--- src/rtl/core/priority_stack_sorted_insert_assert.svh ---
// ----------------------------------------------------------------------------
// priority stack assertion macros
// checks on the clock clk with the synchronous reset rst of the using module
// ----------------------------------------------------------------------------
`ifndef PRIORITY_STACK_SORTED_INSERT_ASSERT_SVH
`define PRIORITY_STACK_SORTED_INSERT_ASSERT_SVH

`ifndef SYNTHESIS

// same-cycle implication
`define PSQ_ASSERT_IMP(lbl, cond, expr) \
  lbl: assert property (@(posedge clk) disable iff (rst) (cond) |-> (expr)) \
    else $error("priority stack check failed");

// next-cycle implication
`define PSQ_ASSERT_NXT(lbl, cond, expr) \
  lbl: assert property (@(posedge clk) disable iff (rst) (cond) |=> (expr)) \
    else $error("priority stack check failed");

`else

`define PSQ_ASSERT_IMP(lbl, cond, expr)
`define PSQ_ASSERT_NXT(lbl, cond, expr)

`endif

`endif

--- src/rtl/core/psq_pkg.sv ---
`timescale 1ns / 1ps
// ----------------------------------------------------------------------------
// psq_pkg
// shared types of the priority stack: operation codes and control bundles
// ----------------------------------------------------------------------------
package psq_pkg;

  // operation carried by the mode field
  typedef enum logic {
    MODE_PUSH = 1'b0,
    MODE_POP  = 1'b1
  } psq_mode_t;

  // slot memory access strobes
  typedef struct packed {
    logic wr_en;
    logic rd_en;
  } psq_ram_ctl_t;

  // sequencer status toward the channel logic
  typedef struct packed {
    logic busy;
    logic done;
    logic err;
  } psq_status_t;

endpackage

--- src/rtl/core/psq_ram.sv ---
`timescale 1ns / 1ps
// ----------------------------------------------------------------------------
// psq_ram
// slot memory: one write port, one read port with registered read data
// ----------------------------------------------------------------------------
module psq_ram #(
  parameter int DEPTH = 16,
  parameter int WIDTH = 48,
  localparam int AW = $clog2(DEPTH)
) (
  input  logic                   clk,
  input  psq_pkg::psq_ram_ctl_t  ram_ctl,
  input  logic [AW-1:0]          wr_addr,
  input  logic [WIDTH-1:0]       wr_data,
  input  logic [AW-1:0]          rd_addr,
  output logic [WIDTH-1:0]       rd_data
);
  import psq_pkg::*;

  logic [WIDTH-1:0] mem [DEPTH];

  // write port
  always_ff @(posedge clk) begin
    if (ram_ctl.wr_en) begin
      mem[wr_addr] <= wr_data;
    end
  end

  // read port
  always_ff @(posedge clk) begin
    if (ram_ctl.rd_en) begin
      rd_data <= mem[rd_addr];
    end
  end

endmodule

--- src/rtl/core/psq_ctrl.sv ---
`timescale 1ns / 1ps
// ----------------------------------------------------------------------------
// psq_ctrl
// sequencer that walks the slot memory one entry per read/compare pair,
// shifting entries down for a push and up for a pop
// ----------------------------------------------------------------------------
module psq_ctrl #(
  parameter int CAPACITY      = 16,
  parameter int VALUE_BITS    = 32,
  parameter int PRIORITY_BITS = 16,
  localparam int IW = $clog2(CAPACITY),
  localparam int CW = $clog2(CAPACITY + 1),
  localparam int EW = VALUE_BITS + PRIORITY_BITS
) (
  input  logic                     clk,
  input  logic                     rst,
  input  logic                     start,
  input  logic                     take,
  input  logic                     mode,
  input  logic [VALUE_BITS-1:0]    item_value,
  input  logic [PRIORITY_BITS-1:0] item_priority,
  output psq_pkg::psq_ram_ctl_t    ram_ctl,
  output logic [IW-1:0]            wr_addr,
  output logic [EW-1:0]            wr_data,
  output logic [IW-1:0]            rd_addr,
  input  logic [EW-1:0]            rd_data,
  output psq_pkg::psq_status_t     status,
  output logic [VALUE_BITS-1:0]    head_value,
  output logic [PRIORITY_BITS-1:0] head_priority,
  output logic [CW-1:0]            entry_count
);
  import psq_pkg::*;

  typedef enum logic [2:0] {
    S_IDLE,
    S_RD,
    S_CMP,
    S_INS,
    S_FIN
  } state_t;

  state_t                  state;
  psq_mode_t               op_mode;
  logic [VALUE_BITS-1:0]   op_value;
  logic [PRIORITY_BITS-1:0] op_pri;
  logic [IW-1:0]           idx;
  logic [CW-1:0]           count;
  logic                    err;
  logic [VALUE_BITS-1:0]   head_val;
  logic [PRIORITY_BITS-1:0] head_pri;

  logic [VALUE_BITS-1:0]    rd_val;
  logic [PRIORITY_BITS-1:0] rd_pri;
  logic                     shift;
  logic                     pop_last;

  // shared compare unit
  assign rd_val   = rd_data[EW-1:PRIORITY_BITS];
  assign rd_pri   = rd_data[PRIORITY_BITS-1:0];
  assign shift    = (rd_pri <= op_pri);
  assign pop_last = ({1'b0, CW'(idx)} + (CW+1)'(2)) >= {1'b0, count};

  // slot memory drive
  always_comb begin
    ram_ctl.rd_en = (state == S_RD);
    ram_ctl.wr_en = ((state == S_CMP) && ((op_mode == MODE_POP) || shift)) ||
                    (state == S_INS);
    rd_addr = (op_mode == MODE_POP) ? idx + IW'(1) : idx - IW'(1);
    wr_addr = idx;
    wr_data = (state == S_INS) ? {op_value, op_pri} : rd_data;
  end

  // sequencer
  always_ff @(posedge clk) begin
    if (rst) begin
      state <= S_IDLE;
      count <= '0;
      err   <= 1'b0;
    end else begin
      unique case (state)
        S_IDLE: begin
          if (start) begin
            op_mode  <= psq_mode_t'(mode);
            op_value <= item_value;
            op_pri   <= item_priority;
            err      <= 1'b0;
            if (psq_mode_t'(mode) == MODE_PUSH) begin
              if (count == CW'(CAPACITY)) begin
                err   <= 1'b1;
                state <= S_FIN;
              end else begin
                idx   <= count[IW-1:0];
                state <= (count == '0) ? S_INS : S_RD;
              end
            end else begin
              if (count == '0) begin
                err   <= 1'b1;
                state <= S_FIN;
              end else if (count == CW'(1)) begin
                count <= '0;
                state <= S_FIN;
              end else begin
                idx   <= '0;
                state <= S_RD;
              end
            end
          end
        end
        S_RD: begin
          state <= S_CMP;
        end
        S_CMP: begin
          if (op_mode == MODE_PUSH) begin
            // move a lower or equal entry one slot toward the tail
            if (shift) begin
              idx   <= idx - IW'(1);
              state <= (idx == IW'(1)) ? S_INS : S_RD;
            end else begin
              state <= S_INS;
            end
          end else begin
            // move an entry one slot toward the head
            if (idx == '0) begin
              head_val <= rd_val;
              head_pri <= rd_pri;
            end
            idx <= idx + IW'(1);
            if (pop_last) begin
              count <= count - CW'(1);
              state <= S_FIN;
            end else begin
              state <= S_RD;
            end
          end
        end
        S_INS: begin
          if (idx == '0) begin
            head_val <= op_value;
            head_pri <= op_pri;
          end
          count <= count + CW'(1);
          state <= S_FIN;
        end
        S_FIN: begin
          if (take) begin
            state <= S_IDLE;
          end
        end
        default: begin
          state <= S_IDLE;
        end
      endcase
    end
  end

  // result view
  assign head_value    = (count == '0) ? '0 : head_val;
  assign head_priority = (count == '0) ? '0 : head_pri;
  assign entry_count   = count;
  assign status.busy   = (state != S_IDLE);
  assign status.done   = (state == S_FIN);
  assign status.err    = err;

endmodule

--- src/rtl/core/priority_stack_sorted_insert.sv ---
`timescale 1ns / 1ps
// push: each stored entry of lower or equal priority is read and moved one slot
// toward the tail, then the item is written into the freed slot
// pop: each remaining entry is read and moved one slot toward the head
// refused push/pop: error set; one item at a time, set by the slot memory walk
// one result is held in an output register while the next item is worked on
// reset clears the entry count and control; the slot memory is not cleared
// ----------------------------------------------------------------------------
// priority_stack_sorted_insert
// bounded priority stack kept in a sorted slot memory, highest priority first
// ----------------------------------------------------------------------------
`include "priority_stack_sorted_insert_assert.svh"

module priority_stack_sorted_insert #(
  parameter int CAPACITY      = 16,
  parameter int VALUE_BITS    = 32,
  parameter int PRIORITY_BITS = 16,
  localparam int IW = $clog2(CAPACITY),
  localparam int CW = $clog2(CAPACITY + 1),
  localparam int EW = VALUE_BITS + PRIORITY_BITS
) (
  input  logic                     clk,
  input  logic                     rst,
  input  logic                     item_valid,
  output logic                     item_stall,
  input  logic                     mode,
  input  logic [VALUE_BITS-1:0]    item_value,
  input  logic [PRIORITY_BITS-1:0] item_priority,
  output logic                     result_valid,
  input  logic                     result_stall,
  output logic [VALUE_BITS-1:0]    head_value,
  output logic [PRIORITY_BITS-1:0] head_priority,
  output logic [CW-1:0]            entry_count,
  output logic                     is_empty,
  output logic                     op_error
);
  import psq_pkg::*;

  psq_ram_ctl_t             ram_ctl;
  psq_status_t              status;
  logic [IW-1:0]            wr_addr;
  logic [IW-1:0]            rd_addr;
  logic [EW-1:0]            wr_data;
  logic [EW-1:0]            rd_data;
  logic [VALUE_BITS-1:0]    seq_value;
  logic [PRIORITY_BITS-1:0] seq_priority;
  logic [CW-1:0]            seq_count;
  logic                     start;
  logic                     take;

  // input handshake
  assign item_stall = status.busy;
  assign start      = item_valid && !item_stall;

  // output register is free when empty or being drained
  assign take = status.done && (!result_valid || !result_stall);

  psq_ctrl #(
    .CAPACITY      (CAPACITY),
    .VALUE_BITS    (VALUE_BITS),
    .PRIORITY_BITS (PRIORITY_BITS)
  ) u_ctrl (
    .clk           (clk),
    .rst           (rst),
    .start         (start),
    .take          (take),
    .mode          (mode),
    .item_value    (item_value),
    .item_priority (item_priority),
    .ram_ctl       (ram_ctl),
    .wr_addr       (wr_addr),
    .wr_data       (wr_data),
    .rd_addr       (rd_addr),
    .rd_data       (rd_data),
    .status        (status),
    .head_value    (seq_value),
    .head_priority (seq_priority),
    .entry_count   (seq_count)
  );

  psq_ram #(
    .DEPTH (CAPACITY),
    .WIDTH (EW)
  ) u_ram (
    .clk     (clk),
    .ram_ctl (ram_ctl),
    .wr_addr (wr_addr),
    .wr_data (wr_data),
    .rd_addr (rd_addr),
    .rd_data (rd_data)
  );

  // output register
  always_ff @(posedge clk) begin
    if (rst) begin
      result_valid <= 1'b0;
    end else if (take) begin
      result_valid <= 1'b1;
    end else if (!result_stall) begin
      result_valid <= 1'b0;
    end
  end

  always_ff @(posedge clk) begin
    if (take) begin
      head_value    <= seq_value;
      head_priority <= seq_priority;
      entry_count   <= seq_count;
      is_empty      <= (seq_count == '0);
      op_error      <= status.err;
    end
  end

  // checks
  `PSQ_ASSERT_NXT(a_stall_after_accept, item_valid && !item_stall, item_stall)
  `PSQ_ASSERT_IMP(a_count_bound, result_valid, entry_count <= CW'(CAPACITY))
  `PSQ_ASSERT_IMP(a_empty_flag, result_valid, is_empty == (entry_count == '0))
  `PSQ_ASSERT_IMP(a_empty_head, result_valid && is_empty, head_value == '0 && head_priority == '0)

endmodule
--- config.mk ---
export PLATFORM = sky130hd
export DESIGN_NAME = priority_stack_sorted_insert
export DESIGN_NICKNAME = d
export VERILOG_FILES = /design/src/rtl/core/psq_pkg.sv /design/src/rtl/core/psq_ram.sv /design/src/rtl/core/psq_ctrl.sv /design/src/rtl/core/priority_stack_sorted_insert.sv
export VERILOG_INCLUDE_DIRS = /design/src /design/src/rtl/core
export SDC_FILE = /design/constraint.sdc
export NUM_CORES = 1
export LEC_CHECK = 0
export ABC_AREA = 0
export CORE_MARGIN = 8
export CORE_UTILIZATION = 45
export DETAILED_ROUTE_END_ITERATION = 7
export DONT_BUFFER_PORTS = 1
export GPL_ROUTABILITY_DRIVEN = 0
export PLACE_DENSITY = 0.58
export SLEW_MARGIN = 15
export SYNTH_ARGS = -nofsm -noshare
export SYNTH_HDL_FRONTEND = slang
export SYNTH_SLANG_ARGS = --single-unit
export TNS_END_PERCENT = 1
--- constraint.sdc ---
create_clock -name clk -period 9.4 [get_ports clk]
set_clock_uncertainty 0.2 [all_clocks]
set_input_delay 1.88 -clock clk [delete_from_list [all_inputs] [get_ports clk]]
set_output_delay 1.88 -clock clk [all_outputs]
set_load 0.02 [all_outputs]
==> results of run 1 <==
## worst max-delay path by stage
| stage | start | endpoint | cells after the start | slack [ps] |
|---|---|---|---|---|
| floorplan | rst | u_ctrl.head_pri[0]$_DFFE_PP_ | 4 | 1860 |
| global placement | u_ctrl.wr_addr[0]$_DFFE_PP_ | u_ram.rd_data[5]$_DFFE_PP_ | 10 | 4860 |
| detailed placement | u_ctrl.wr_addr[0]$_DFFE_PP_ | u_ram.rd_data[5]$_DFFE_PP_ | 10 | 4820 |
| CTS | u_ctrl.wr_addr[0]$_DFFE_PP_ | u_ram.rd_data[5]$_DFFE_PP_ | 10 | 4780 |
| global route | u_ctrl.wr_addr[0]$_DFFE_PP_ | u_ram.rd_data[5]$_DFFE_PP_ | 10 | 4430 |
| finish | u_ctrl.wr_addr[0]$_DFFE_PP_ | u_ram.rd_data[5]$_DFFE_PP_ | 10 | 4750 |
## power by group through the flow
stage,clock network (mW),logic (mW),registers [mW]
global placement,0,3.87,5.94
global route,4.13,4.34,5.88
CTS,3.97,3.96,5.86
floorplan,0,2.75,5.87
finish,3.89,3.92,5.85
detailed placement,0,3.94,5.94
## critical path: stages (launching register included)
cell and delay [ps]:
edfxtp_1 680, inv_1 300, ha_1 310, mux2i_4 300
xnor2_4 140, buf_4 720, buf_4 890, nand2_1 120
a32oi_1 220, nand4_1 130, o21ai_1 310
## state kept, by name, summed over array words and instances, names as in the netlist
name,flops
op_error,1
u_ctrl.entry_count,5
u_ctrl.op_pri,16
u_ctrl.wr_addr,4
u_ram.mem,768
is_empty,1
u_ctrl.state,3
u_ctrl.op_mode,1
u_ctrl.err,1
entry_count,5
head_value,32
u_ctrl.head_pri,16
head_priority,16
result_valid,1
u_ctrl.head_val,32
u_ctrl.op_value,32
u_ram.rd_data,48
## cell usage in the layout, fill, tap and decap left out, types with 6 or more instances in the layout
master	count
edfxtp_1	972
nand2_1	697
nand3_1	291
clkbuf_16	102
nand4_1	99
buf_4	55
nor2b_1	51
o21ai_1	49
mux2i_1	48
a32oi_1	48
mux2_2	35
ha_1	32
clkinv_1	32
inv_1	27
clkinv_2	24
o21ai_0	23
nor2_1	16
and2_2	16
a21oi_1	13
clkbuf_1	11
dfxtp_1	10
bufinv_16	9
nor2_4	6
nor3_1	6
## layout make-up
type,count,share of cell area (%)
clock buffer,113,6.09
inverter,27,0.238
sequential,982,69.0
clock inverter,77,1.53
timing repair buffer,57,1.08
tap,1134,3.33
multi-input combinational,1483,18.7
## synthesized netlist by cell type, types with 2 or more instances
library cell	number
a32oi_1	48
xor2_1	4
nand4_1	99
a21o_1	2
mux2i_1	48
or4_1	4
nand2_1	698
mux2_2	35
o21ai_1	48
dfxtp_1	10
buf_2	72
mux4_2	2
nand3_1	291
a21oi_1	14
o21ai_0	24
nand2b_1	4
clkbuf_1	68
nor3_1	6
inv_1	27
o211ai_1	2
a31oi_1	2
nor4_1	4
xnor2_1	2
nor2b_1	51
buf_1	4
and2_1	18
edfxtp_1	972
nor4b_1	2
buf_6	5
nor2_1	22
o31ai_1	5
ha_1	32
## per-stage QoR
stage	area [um2]	hold WS (ps)	setup WS, ps	std cells
after detailed placement	39300	237	4820	3682
after floorplan	38000	206	1860	2642
after CTS	42500	252	4780	3872
after global placement	39300	229	4860	3682
final	42600	256	4750	3873
after global routing	42600	256	4430	3873
## cells by family (layout without fill, tap and decap cells)
group	Yosys count	in the layout	share of synthesized area (%)
buffers and inverters	177	274	2.09
adders and majority gates	32	32	1.05
DFF	982	982	77.3
and+or+nand+nor	1202	1202	14.1
xor gates and xnor gates	8	8	0.254
muxes	86	86	2.48
AOI/OAI and AO/OA	155	155	2.70
## metal layers
metal	track usage (%)	wire length, um	vias up
met2	30.1	42100	734
li1	-	-	9787
met3	2.74	5390	129
met4	5.66	2140	0
met1	27.2	41700	10800
met5	0	0	-
==> results.md, run 1 <==
- Summing over every cut layer, the via total after detailed routing is 21,500.
- Across the run, the number of max-cap violations was 0.
- After synthesis, the cell types taking the most area are edfxtp_1, nand2_1, nand3_1.
- STA puts the critical path data required time at around 9600 ps.
- TritonCTS built the clock tree.
- The total negative setup slack is 0 ps.
- The flow ran to the end, and the final reports show no timing, DRC or antenna violations.
- The leading area contributor after synthesis is edfxtp_1.
- The share of total power consumed by net switching is between 30% and 40%.
- The commonest register cell after synthesis is edfxtp_1.
- The clock transition at the registers of the reported paths is about 60 ps.
- The count of endpoints failing hold in the final timing report is 0.
- The fraction of power consumed by the clock network is 28.5%.
- The site row count is 106.
- At the worst endpoint, the arrival time is about 4800 ps.
- The total of cells resized after clock tree synthesis is 0.
- The filler cells instantiated in the layout total 6,922.
- The width of the die is 307 um.
- In the finished design, the share of the clock period the worst path needs comes to 49.4%.
- In this run the static leakage power is 14.2 nW.
- The area inside the core boundary is 83,700 um2.
- The post-CTS setup buffer count is 0.
- The share of total power dissipated in sequential elements is ~43%.
- The via count of the first global-routing pass was 20,900.
- The aggregate routed wire length is about 91,000 um.
- The slack of the worst reg-to-reg path is 4750 ps.
- The count of final max-slew check failures came to 0.
- The worst ir drop on vdd is around 380 uV.
- The post-synth design cell area is between 30,000 and 40,000 um2.
- The endpoint kind of the worst setup timing path is a register.
- The critical path is of the reg -> reg type.
- The initial antenna violation count is 3.
- The die outline height is 307 um.
- In this run, synthesis inferred 972 flip-flops with an integrated enable.
- The area share of the largest cell type after synthesis is 76.8%.
- The HPWL after detailed placement is 44,000 um.
- The master cell of the clock root buffer is clkbuf_16.
- After detailed routing, the average wire length per cell comes to 23.6 um.
- Averaged over all synthesized cells, the footprint is 14.4 um2.
- The net count after synthesis is 2,727.
- The peak clock frequency supported by timing is 215 MHz.
- The maximum fanout along the worst path is 85.
- The first global-routing pass estimated 134,000 um of wire.
- The area overhead of the layout relative to synthesis is 12.0%.
- The proportion of layout cells with a drive suffix above 1 is between 10% and 20%.
- The total global routing track utilization is a little under a fifth.
- Overall power consumption after layout is estimated at about 14 mW.
- The share of power burned in combinational logic is between 20% and 30%.
- Setup violations remaining at the end of the flow were counted as 0.
- For this run, the number of Yosys warnings is 0.
- The first detailed-routing pass ran for 5 iterations.
- The net switching power is 4.73 mW.
- The starting density of the core is 45.4%.
- The worst hold path begins at u_ctrl.err$_SDFFE_PP0P_.
- The first routing iteration left 2,155 violations.
- The count of cells along the worst hold path is 0.
- The clock network latency to the later pin of the worst-skew pair is between 600 and 700 ps.
- The post-synthesis sequential element count is 982.
- The startpoint identified for the worst register-to-register timing path is u_ctrl.wr_addr[0]$_DFFE_PP_.
- The port buffer count is 0.
- Setup repair after global routing left no endpoint under its margin.
- The final net count is between 2,000 and 3,000.
- The number of cells on the worst reg-to-reg path is 10.
- The area of combinational cells with multiple inputs is just under 8000 um2.
- The clock passes through at most 3 buffers.
- After clock tree synthesis, the flow added hold-fix buffers numbering 0.
- In this run, distinct cell masters in the synthesized netlist total between 40 and 50.
- between 100 and 150 I/O pins were placed.
- Power spread over the standard cell area amounts to 321 nW/um2.
- In the routed layout, each cell is associated on average with a via count of 5.54.
- The detail route stage leaves a number of antenna-violating nets equal to 0.
- The worst pin sits at a relative slew slack of 18.6%.
- The overall overflow remaining after global route is 0.
- The clock net in this run drives a total of 982 sinks.
- The critical path launch point type is a register.
- The total internal power is 8.92 mW.
- The async set-reset flop share out of synthesis is 0%.
- The minimum clock period after layout is 4650 ps.
- The post-synthesis sequential area ratio is 77.3%.
- The sequential cell area is 29,400 um2.
- The terminus of the critical flop-to-flop path is u_ram.rd_data[5]$_DFFE_PP_.
- The repair_antennas step left the layout with diodes totalling 0.
- The cell count after synthesis is around 2,600.
- The H-tree generated during clock tree synthesis spans 3 levels.
- The die area is 94,000 um2.
- The path class of the lowest-slack min-delay path is reg -> reg.
- Measured on the finished design, the core utilization comes to 50.9%.
- The slew at the pin closest to its max-slew limit is 1210 ps.
- The path with the worst hold slack has its endpoint at op_error$_DFFE_PP_.
- Entering global routing, the biggest net connects 179 pins.
- In the routed design, unresolved DRC markers number 0.
- TritonCTS created 101 clock buffers.
(Power assumes the default switching activity.)
==> run 2, diff against run 1 <==
Settings changed: PLACE_DENSITY 0.58 to 0.6.
Clock period 9.4 ns to 3.85 ns, I/O delays scaled along.
==> results.md, run 2 (synthesized netlist as in run 1, its figures left out) <==
- The HPWL after detailed placement is 51,400 um.
- IR analysis of the VDD net gives a maximum drop of 730 uV.
- The count of antenna diodes in the layout is 0.
- For this run, the top clock speed supported by timing is 278 MHz.
- The worst hold margin is 63.6 ps.
- The number of sinks driven by the clock tree is 982.
- The count of endpoints failing hold in the final timing report is 0.
- Entering global routing, the biggest net connects 75 pins.
- Measured against its own limit, the worst slew margin works out to 35.5%.
- The post-layout instance area is 44,000 um2.
- The master cell of the clock root buffer is clkbuf_16.
- The data arrival time at the worst-slack endpoint is 3690 ps.
- The count of H-tree levels built during CTS is 3.
- The slew at the pin closest to its max-slew limit is 968 ps.
- The count of final max-slew check failures is 0.
- The path class of the lowest-slack min-delay path is in -> reg.
- The largest registers in the layout are u_ram.mem x768, u_ram.rd_data x48.
- For this run, the detailed router's first-pass iteration total came to 6.
- The critical path launch point type is a register.
- The number of buffers on the longest clock path is 3.
- Buffers added to address setup during post-CTS repair amount to 0.
- The per-cell routed wire length is about 23 um.
- The total cell area at the placement stage is 40,100 um2.
- The routed layout has 21,900 vias.
- The start-to-end type of the worst setup path is reg -> reg.
- The area inside the core boundary is 83,700 um2.
- The slack of the worst reg-to-reg path is 260 ps.
- The register with the most flip-flops in the layout has 768 of them.
- The count of nets left with antenna violations once routing finished came out at 0.
- After floorplanning, the core was divided into ~110 placement rows.
- Of the cells placed in the final design, the portion with a size suffix greater than 1 is 11.3%.
- The endpoint kind of the worst setup timing path is a register.
- The remaining routing DRC violations is 0.
- The post-route core utilization is 52.6%.
- The maximum fanout along the worst path is 27.
- The first-iteration detailed-routing DRC count is roughly 2,300.
- The port buffer count is 0.
- The TritonCTS buffer count is about 100.
- For the final routed database, the setup TNS stands at 0 ps.
- Setup repair after global routing left no endpoint under its margin.
- Global routing used 18.9% of the available tracks across all layers.
- Dividing the detail-routed via count by the number of cells gives 5.52.
- Power comes to about 35 mW.
- The initial antenna violation count is 2.
- Wires add up to 91,100 um.
- The required time reported for the critical path endpoint is 3950 ps.
- The power density of the placed cells is 787 nW/um2.
- Of the available clock period, the critical path in the final layout requires 93.3%.
- The floorplan step set the die width to 307 um.
- Leaving out fill and tap cells, the most frequent cell in the layout is edfxtp_1.
- The die outline height is 307 um.
- The post-route non-filler standard cell count is 3,968.
- The clock tree from TritonCTS is built.
- The count of placed standard cells including taps is between 3,000 and 4,000.
- In the layout the commonest cells are edfxtp_1, nand2_1, nand3_1.
- The register containing the most flip-flops in the final layout is u_ram.mem.
- The minimum clock period after layout is 3590 ps.
- The die area is 94,000 um2.
- The overall overflow remaining after global route is 0.
- The static leakage power is 14.8 nW.
- The area overhead of the layout relative to synthesis is 15.8%.
- Setup violations remaining at the end of the flow were counted as 0.
- The net count of the finished layout is 2,832.
- The first global-routing pass estimated around 140,000 um of wire.
- The least setup slack across all paths after layout is about 260 ps.
- The via count of the first global-routing pass is 21,700.
- Clock-pin slew was measured on the worst setup and hold paths at 60 ps.
- The number of ports placed on the die boundary is 110.
- The clock network latency to the later pin of the worst-skew pair is between 600 and 700 ps.
- The placement-stage worst setup slack is 243 ps.
- The number of violations of the max-capacitance limit is 0.
- The run finished with clean final reports.
- The starting density of the core is 45.4%.
run 2: power by group:
part	total [mW]	leakage, nW	switching [mW]	internal [mW]
Sequential	14.3	8.86	0.565	13.7
Combinational	10.5	4.31	7.37	3.16
Clock	9.84	1.63	4.08	5.76
run 2: worst max-delay path, stage by stage (launching register included):
cell	delay (ps)
edfxtp_1	410
ha_1	340
nand4_1	210
nor4_1	370
buf_4	180
a41o_1	200
a311oi_2	50
buf_4	200
nor4_1	400
and2_2	250
buf_4	380
run 2: path summary, 6_finish.rpt:
| path | start | endpoint | cells past startpoint |
|---|---|---|---|
| setup reg to reg | u_ram.rd_data[15]$_DFFE_PP_ | u_ram.mem[7][23]$_DFFE_PP_ | 10 |
| setup / recovery | u_ram.rd_data[15]$_DFFE_PP_ | u_ram.mem[7][23]$_DFFE_PP_ | 10 |
| hold reg to reg | u_ctrl.err$_SDFFE_PP0P_ | op_error$_DFFE_PP_ | 0 |
| hold / removal | result_stall | result_valid$_SDFFE_PP0P_ | 2 |
run 2: metal layers:
metal | wire, um | vias to the layer above | share of wire (%) | global-route usage, %
li1 | - | 10000 | - | -
met5 | 0 | - | 0 | 0
met1 | 40700 | 11000 | 45 | 26.9
met4 | 2130 | 0 | 2.3 | 5.26
met2 | 42500 | 734 | 47 | 30.1
met3 | 5750 | 148 | 6.3 | 3.31
run 2: final cells by class:
| type | instances | area [um2] |
|---|---|---|
| multi-input combinational | 1483 | 7960 |
| clock buffer | 125 | 2700 |
| inverter | 27 | 101 |
| clock inverter | 66 | 672 |
| fill | 6764 | 39700 |
| tap | 1134 | 1420 |
| sequential | 982 | 29400 |
| timing repair buffer | 151 | 1770 |
run 2: repair_timing:
item | 4_1_cts | 5_1_grt
hold buffers | 50 | 0
gates resized for setup | 0 | 0
setup endpoints to repair | 0 | 0
hold endpoints to repair | 55 | 0
